===== config.mk =====
export PLATFORM = sky130hd
export DESIGN_NAME = lpt_cell
export DESIGN_NICKNAME = d
export VERILOG_FILES = /design/src/sv/lpt_pkg.sv /design/src/sv/lpt_cell.sv
export SDC_FILE = /design/constraint.sdc
export NUM_CORES = 1
export LEC_CHECK = 0
export ABC_AREA = 1
export BUFFER_PORTS_ARGS = -buffer_cell sky130_fd_sc_hd__buf_2
export CORE_MARGIN = 2
export CORE_UTILIZATION = 40
export CTS_BUF_LIST = sky130_fd_sc_hd__clkbuf_4 sky130_fd_sc_hd__clkbuf_8
export CTS_CLUSTER_DIAMETER = 150
export DETAILED_ROUTE_END_ITERATION = 6
export HOLD_SLACK_MARGIN = 0.15
export PLACE_DENSITY_LB_ADDON = 0.15
export SYNTH_ARGS = -nofsm -noshare
export SYNTH_HDL_FRONTEND = slang
export SYNTH_SLANG_ARGS = --single-unit

===== constraint.sdc =====
create_clock -name clk -period 8.3 [get_ports clk]
set_input_delay 0.415 -clock clk [delete_from_list [all_inputs] [get_ports clk]]
set_output_delay 0.415 -clock clk [all_outputs]
set_load 0.03 [all_outputs]

===== src/sv/lpt_pkg.sv =====
// Shared constants and types for the patience-sorting LIS length block.
`timescale 1ns / 1ps
`default_nettype none

package lpt_pkg;

  localparam int LPT_MAX_LEN        = 1024;
  localparam int LPT_VALUE_BITS     = 32;
  localparam int LPT_OUT_LEN_BITS   = 11;

  // Control that travels with an item from one tail cell to the next.
  typedef struct packed {
    logic valid;   // stage holds an item
    logic placed;  // item already landed in an earlier cell
    logic first;   // item opens a new sequence
    logic last;    // item closes the sequence (echoed only)
  } lpt_ctrl_t;

endpackage : lpt_pkg

`default_nettype wire


===== src/sv/lpt_cell.sv =====
// One tail cell: holds one table entry and passes the item on through its stage register when the row advances.
`timescale 1ns / 1ps
`default_nettype none

module lpt_cell
  import lpt_pkg::*;
#(
  parameter int VALUE_BITS = LPT_VALUE_BITS,
  parameter int LEN_BITS   = 11
) (
  input  wire logic                  clk,
  input  wire logic                  rst_n,
  input  wire logic                  advance,
  input  wire lpt_ctrl_t             ctrl_in,
  input  wire logic [VALUE_BITS-1:0] key_in,
  input  wire logic [LEN_BITS-1:0]   len_in,
  output lpt_ctrl_t                  ctrl_out,
  output logic      [VALUE_BITS-1:0] key_out,
  output logic      [LEN_BITS-1:0]   len_out
);

  logic [VALUE_BITS-1:0] tail_r;
  logic                  occ_r;
  lpt_ctrl_t             ctrl_r;
  logic [VALUE_BITS-1:0] key_r;
  logic [LEN_BITS-1:0]   len_r;

  logic      occ_eff;
  logic      hit;
  logic      occ_nxt;
  lpt_ctrl_t ctrl_nxt;

  // A first flag empties the entry before the item looks at it.
  assign occ_eff = occ_r & ~ctrl_in.first;
  // Land here when the entry is empty (append) or its tail is not less than the key.
  assign hit     = ctrl_in.valid & ~ctrl_in.placed & (~occ_eff | (tail_r >= key_in));
  assign occ_nxt = occ_eff | hit;

  always_comb begin
    ctrl_nxt        = ctrl_in;
    ctrl_nxt.placed = ctrl_in.placed | hit;
  end

  always_ff @(posedge clk) begin
    if (!rst_n) begin
      occ_r        <= 1'b0;
      ctrl_r.valid <= 1'b0;
    end else if (advance) begin
      if (ctrl_in.valid) begin
        occ_r <= occ_nxt;
      end
      ctrl_r.valid <= ctrl_in.valid;
    end
    if (advance) begin
      if (hit) begin
        tail_r <= key_in;
      end
      ctrl_r.placed <= ctrl_nxt.placed;
      ctrl_r.first  <= ctrl_nxt.first;
      ctrl_r.last   <= ctrl_nxt.last;
      key_r         <= key_in;
      len_r         <= len_in + LEN_BITS'(occ_nxt);
    end
  end

  assign ctrl_out = ctrl_r;
  assign key_out  = key_r;
  assign len_out  = len_r;

endmodule : lpt_cell

`default_nettype wire


=== Word-level counts from Yosys, hierarchy flattened ===
Index checks and enable logic that the tools add are counted.

* Add/sub/neg operators: 1
* $mul: 0
* Divide/modulo/power cells: 0
* Magnitude comparators: 1
* Equal/unequal tests: 0
* Shifts and indexed selects: 0
* Multiplexer cells: 0
* Bitwise gates (word level): 9
* Reductions and logical operators: 2

{| class="wikitable"
|+ Operators with widths
! operator !! count
|-
| 32-bit greater-or-equal comparator || 1
|-
| 11-bit by 1-bit adder with 11-bit output || 1
|-
| 2-bit AND reduction || 2
|-
| 1-bit bitwise AND || 3
|-
| 1-bit NOT || 3
|-
| 1-bit bitwise OR || 3
|}

* Bits in registers: 80
* Latch bits: 0
* RAM bits: 0
* Memory bits (read-only): 0
* Bits of input ports: 50
* Output and inout bits: 47
* Logic and storage cells: 21
* Memories kept: 0

=== Depth between registers and ports, before layout ===
Gate-level depths: netlist of the first run.

* Depth after elaboration: 7
* Gate-level depth with buffers: 15
* Depth with buffers taken out: 15

=== Worst setup path before layout of the first run ===
No wires, ideal clock.

* Path type: in2reg
* Start point: input port key_in[15]
* End point: register tail_r[0] (enable)
* Library setup time: 0.421 ns
* Data arrival time: 2.663 ns
* Data required time: 7.879 ns
* Setup slack: 5.216 ns
* Stages: 12
* Path buffers: 0
* Cell sequence: inv_1 > ha_1 > nand2_1 > nor2_1 > nand2_1 > nor2_1 > nor2_1 > nand2_1 > nand2_1 > nand2_1 > nand2_1 > nor2_1

* Longest elaborated chain between the ends: 4

{| class="wikitable"
|+ Ends and longest elaborated chain
! element !! line !! RTL
|-
| start, declared || lpt_cell.sv:15 || <nowiki>input wire logic [VALUE_BITS-1:0] key_in,</nowiki>
|-
| 32-bit greater-or-equal comparator || lpt_cell.sv:36 || <nowiki>assign hit = ctrl_in.valid & ~ctrl_in.placed & (~occ_eff | (tail_r >= key_in));</nowiki>
|-
| 1-bit bitwise OR || lpt_cell.sv:36 ||
|-
| 1-bit bitwise AND || lpt_cell.sv:36 ||
|-
| 2-bit AND reduction (no source line) || - ||
|-
| end signal, assigned || lpt_cell.sv:56 || <nowiki>tail_r <= key_in;</nowiki>
|-
| end, declared || lpt_cell.sv:22 || <nowiki>logic [VALUE_BITS-1:0] tail_r;</nowiki>
|}

No other way between the ends.
A chain may end at the register's enable or synchronous reset.

=== Worst setup path in the final report of the first run ===
* Start point: register tail_r[15]
* End point: register tail_r[1] (enable)

* Longest elaborated chain between the ends: 4

{| class="wikitable"
|+ Ends and longest elaborated chain
! element !! line
|-
| 32-bit greater-or-equal comparator || lpt_cell.sv:36
|-
| 1-bit bitwise OR || lpt_cell.sv:36
|-
| 1-bit bitwise AND || lpt_cell.sv:36
|-
| 2-bit AND reduction (no source line) || -
|}

No other way between the ends.

==> results.txt, run 1 <==
Die width: 98.5 µm
Worst endpoint data arrival time: 2.52 ns
Filler cell count: 795
Register area: 0.00238 mm²
Postcts setup bufs: 0
Reg2Reg Setup Slack: 5.74 ns
Fmax: 0.391 GHz
Dpl ws: 5.51 ns
Post-Route WL: 6.17 mm
CTS tree: done
Placement Rows: 34
Hold buffers post-CTS: 0
Drt wl/cell: 12.4 µm
Commonest non-fill, non-tap cell in the layout: buf_2
Clk_lat worst skew: 0.34 ns
Layout cells sized above 1: 31.4%
DR iter-0 viols: 51
Initial core utilization: 41.1%
Largest family of logic cells by synthesized area: adder cells
Largest net degree at the start of global routing: 48
Sequential area share after synthesis: 66.8%
Commonest cells after routing, fill and taps aside: buf_2 (96), edfxtp_1 (78), inv_1 (54)
Mapped Cells: 277
Clock Tree Buf Depth: 2
RSZ-0062 raised after global routing: no
Max_cap viols: 0
Peak supply drop: 0.102 mV
Final worst slack: 5.74 ns
Worst Hold Class: in -> reg
Final Hold Viols: 0
Worst slew margin: 35.9%
Setup Viol. Count Final: 0
Power density over cell area: 209 mW/mm²
Crit end category: register
Number of CTS-inserted buffers: 9
Synth Area in Compound Gates: 2.91%
Crit Path Category: reg -> reg
Vias: 2244
Total die area: 0.00969 mm²
Required time worst endpoint: 8.26 ns
Fin crit period: 2.56 ns
Dpl cells: 482
Multiplexer share of the synthesized area: 0%
Root buffer cell: clkbuf_8
Slew Viols, Final: 0
Vias/cell: 4.52
Multi-input gate area: 987 µm²
Synth-to-layout area growth: 24.2%
DR pass1 iterations: 4
Vias in the first global route: 2224
Post-DP HPWL: 4.46 mm
Synth Area per Inst: 12.9 µm²
Clk pin slew, worst setup/hold paths: 0.08 ns
Post-Syn Nets: 361
GRT overflow: 0
DR DRC count: 0
Final ANT Viol Nets: 0
Xor and xnor area share after synthesis: 2.21%
Post-synthesis simple-gate area fraction: 10.4%
Post-cts repair resize count: 0
Synth Cell Area: 0.00357 mm²
Nets: 469
Number of port buffers: 96
Setup Skew: 0.00566 ns
Status: finished clean
Least-Margin Pin Slew: 0.959 ns
Diode count: 0
First-pass GRT wire length: 10.1 mm
Seq cells post-synth: 80
Adder-Cell Fraction of Synth Area: 11.9%
Crit start category: register
CP max FO: 32
Final non-filler cell total: 497
Synthesis Warnings: 0
Core area: 0.00868 mm²
Ports: 97
Yosys cell types: 23
Die Ht: 98.5 µm
Gp weighted congestion: 0.735
Total negative slack: 0 ns
Leakage power: 2.07 nW
Initial antenna violation count: 0
Period Utilization, post-route: 30.8%
Tot GR Track Use: 13.4%
H-tree lvl count: 3
Clk sinks: 80
through the flow:
stage | util [%] | power [mW] | hold WS, ns | instance area [µm²]
2_1_floorplan | - | 0.552 | 0.514 | 3570
3_3_place_gp | 48.4 | 0.596 | 0.446 | 4200
3_5_place_dp | 48.4 | 0.598 | 0.448 | 4200
4_1_cts | 51.1 | 0.941 | 0.225 | 4430
5_1_grt | 51.1 | 0.969 | 0.217 | 4430
6_report | 51.1 | 0.925 | 0.252 | 4430
kinds of logic after synthesis:
family	count (synthesis)
adders and majority gates	34
AOI/OAI and AO/OA	18
xor gates and xnor gates	9
buffers and inverters	55
and+or+nand+nor	81
DFF	80
worst max-delay path, stage by stage, from the launching register on:
cell and delay (ns):
edfxtp_1 0.38, ha_1 0.31, nand2_1 0.07, nor2_1 0.13, nand2_1 0.11, nor2_1 0.12
nor2_1 0.05, nand2_1 0.06, nand2_1 0.05, nand2_1 0.05, nand2_1 0.09, nor2_4 0.74
report_power, final:
group	internal (mW)	total (mW)	switching [mW]
Clock	0.204	0.338	0.134
Sequential	0.469	0.474	0.00526
Combinational	0.0351	0.113	0.0776
cell usage after synthesis:
master,n,area (µm²)
nor3_4,1,16.3
nand3_1,1,5.00
edfxtp_1,78,2340
a21oi_1,10,50.1
or2_0,1,6.26
o21ai_1,1,5.00
o21bai_1,1,7.51
nand4_1,2,12.5
dfxtp_1,2,40.0
a21o_1,3,22.5
nor2_2,2,12.5
nor4_4,1,21.3
nand3_2,3,30.0
nand2_2,2,12.5
ha_1,34,425
xor2_1,8,70.1
nor2_1,18,67.6
xnor2_1,1,8.76
o21ai_0,2,10.0
nand2_1,50,188
inv_1,54,203
clkinv_1,1,3.75
a21oi_2,1,8.76
state kept, by name, summed over array words and instances (netlist names):
signal / count
occ_r: 1
ctrl_out: 4
tail_r: 32
key_out: 32
len_out: 11
cell type report:
class | instances | share of cell area, %
clock buffers | 11 | 3.13
well taps | 108 | 3.05
flip-flops and latches | 80 | 53.8
multi-input cells | 142 | 22.3
inverters | 55 | 4.66
repair buffers | 97 | 11.0
clock inverters | 4 | 2.12
metal layers:
metal | routed length [µm] | GRT usage, % | vias up
li1 | - | - | 1142
met1 | 2780 | 17.3 | 1023
met2 | 2790 | 20.0 | 73
met3 | 541 | 5.82 | 6
met4 | 62 | 5.16 | 0
met5 | 0 | 0 | -
final timing paths:
path	from	endpoint	cells after the start
worst max-delay path	tail_r[15]$_DFFE_PP_	tail_r[1]$_DFFE_PP_	11
worst min register to register	ctrl_out[3]$_SDFFE_PN0P_	ctrl_out[3]$_SDFFE_PN0P_	2
worst max register to register	tail_r[15]$_DFFE_PP_	tail_r[1]$_DFFE_PP_	11
worst min-delay path	ctrl_in[0]	ctrl_out[0]$_DFFE_PP_	1
No activity file was read; power rests on OpenSTA's default activity.
==> run 2, diff against run 1 <==
- clock period: 8.3 -> 2.57 ns (I/O delays scaled with it)
==> run 2 against run 1 <==
Against the previous run:
- clock skew hardly changed
- wire length is 3.9% higher
- combinational power grew to 3.7 times the previous value
- utilization is 4.6 points higher
- final area is 9.1% higher
==> results.txt, run 2 (synthesized netlist as in run 1, its figures left out) <==
Status: finished clean
Die width: 98.5 µm
Nets: 515
Root buffer cell: clkbuf_8
Vias in the first global route: 2399
Vias: 2383
Fin crit period: 2.15 ns
Post-DP HPWL: 4.61 mm
Setup Viol. Count Final: 0
Clk sinks: 80
Clk_lat worst skew: 0.34 ns
Final Hold Viols: 0
Required time worst endpoint: 2.60 ns
Crit end category: register
Fmax: 0.464 GHz
Initial core utilization: 41.1%
Leakage power: 2.24 nW
Synth-to-layout area growth: 35.5%
Drt wl/cell: 11.8 µm
Worst slew margin: 63.6%
Vias/cell: 4.39
Largest net degree at the start of global routing: 26
Final Cell Area: 0.00483 mm²
Initial antenna violation count: 0
CP max FO: 20
Commonest non-fill, non-tap cell in the layout: buf_2
Least-Margin Pin Slew: 0.546 ns
Slew Viols, Final: 0
Setup Skew: 0.00615 ns
Peak supply drop: 0.296 mV
DR iter-0 viols: 75
Power density over cell area: 584 mW/mm²
Total negative slack: 0 ns
Diode count: 0
Post-cts repair resize count: 0
Number of port buffers: 96
Final ANT Viol Nets: 0
Gp weighted congestion: 0.753
Core area: 0.00868 mm²
CTS tree: done
DR pass1 iterations: 4
Ports: 97
DR DRC count: 0
Max_cap viols: 0
Worst endpoint data arrival time: 2.18 ns
Total die area: 0.00969 mm²
Placement Cell Area: 0.00421 mm²
Layout cells sized above 1: 28.5%
Clk pin slew, worst setup/hold paths: 0.07 ns
First-pass GRT wire length: 10.6 mm
H-tree lvl count: 3
Post-Route WL: 6.41 mm
Crit start category: input port
Crit Path Category: in -> reg
Die Ht: 98.5 µm
Tot GR Track Use: 14.0%
Placement Rows: 34
RSZ-0062 raised after global routing: no
GRT overflow: 0
Period Utilization, post-route: 83.8%
Commonest cells after routing, fill and taps aside: buf_2 (96), edfxtp_1 (78), inv_1 (54)
Clock Tree Buf Depth: 2
Worst Hold Class: in -> reg
Number of CTS-inserted buffers: 9
==> run 2: timing repair <==
item                                   CTS  global route
setup buffers                            0             0
endpoints found under the hold margin   75             0
hold buffers                            44             0
==> run 2: where the power goes <==
group	internal (mW)	leakage, nW	switching, mW	total, mW
Sequential	1.51	0.760	0.0159	1.53
Clock	0.446	0.0967	0.428	0.875
Combinational	0.158	1.38	0.261	0.419
Total	2.12	2.24	0.705	2.82
==> run 2: per-layer routing <==
layer	up-vias	GRT usage [%]	wire (µm)
li1	1233	-	-
met1	1072	17.7	2880
met2	69	22.0	2930
met3	9	5.25	502
met4	0	5.37	97
met5	-	0	0
==> run 2: per-stage QoR <==
| stage | total power, mW | cells | setup WS [ns] | utilization [%] | hold slack, ns |
|---|---|---|---|---|---|
| after global placement | 1.93 | 484 | 0.513 | 48.6 | 0.305 |
| final | 2.82 | 543 | 0.416 | 55.7 | 0.190 |
| after detailed placement | 1.93 | 484 | 0.461 | 48.6 | 0.308 |
| after CTS | 2.87 | 543 | 0.383 | 55.7 | 0.173 |
| after floorplan | 1.78 | 277 | 0.0979 | - | 0.227 |
| after global routing | 2.96 | 543 | 0.241 | 55.7 | 0.198 |
==> run 2: worst max-delay path: stages <==
cell	delay (ns)
dlygate4sd3_1	0.52
buf_2	0.13
inv_1	0.05
ha_1	0.27
nand2_1	0.06
nor2_1	0.13
nand2_1	0.09
nor2_1	0.10
nor2_1	0.05
nand2_1	0.07
nand2_1	0.05
nand2_1	0.06
nand2_1	0.09
nor2_4	0.09
buf_4	0.28
==> run 2: worst paths after layout <==
path	from	endpoint	slack, ns	cells past startpoint
setup / recovery	key_in[14]	tail_r[10]$_DFFE_PP_	0.42	15
hold / removal	len_in[9]	len_out[9]$_DFFE_PP_	0.19	3
setup reg to reg	tail_r[15]$_DFFE_PP_	tail_r[10]$_DFFE_PP_	0.51	12
hold reg to reg	occ_r$_SDFFE_PN0P_	occ_r$_SDFFE_PN0P_	0.56	4
==> run 2: area by class of cell <==
type,instances,area [µm²]
sequential,80,2380
inverter,55,206
clock buffer,10,131
tap,108,135
fill,788,3840
timing repair buffer,143,943
multi-input combinational,142,987
clock inverter,5,48.8
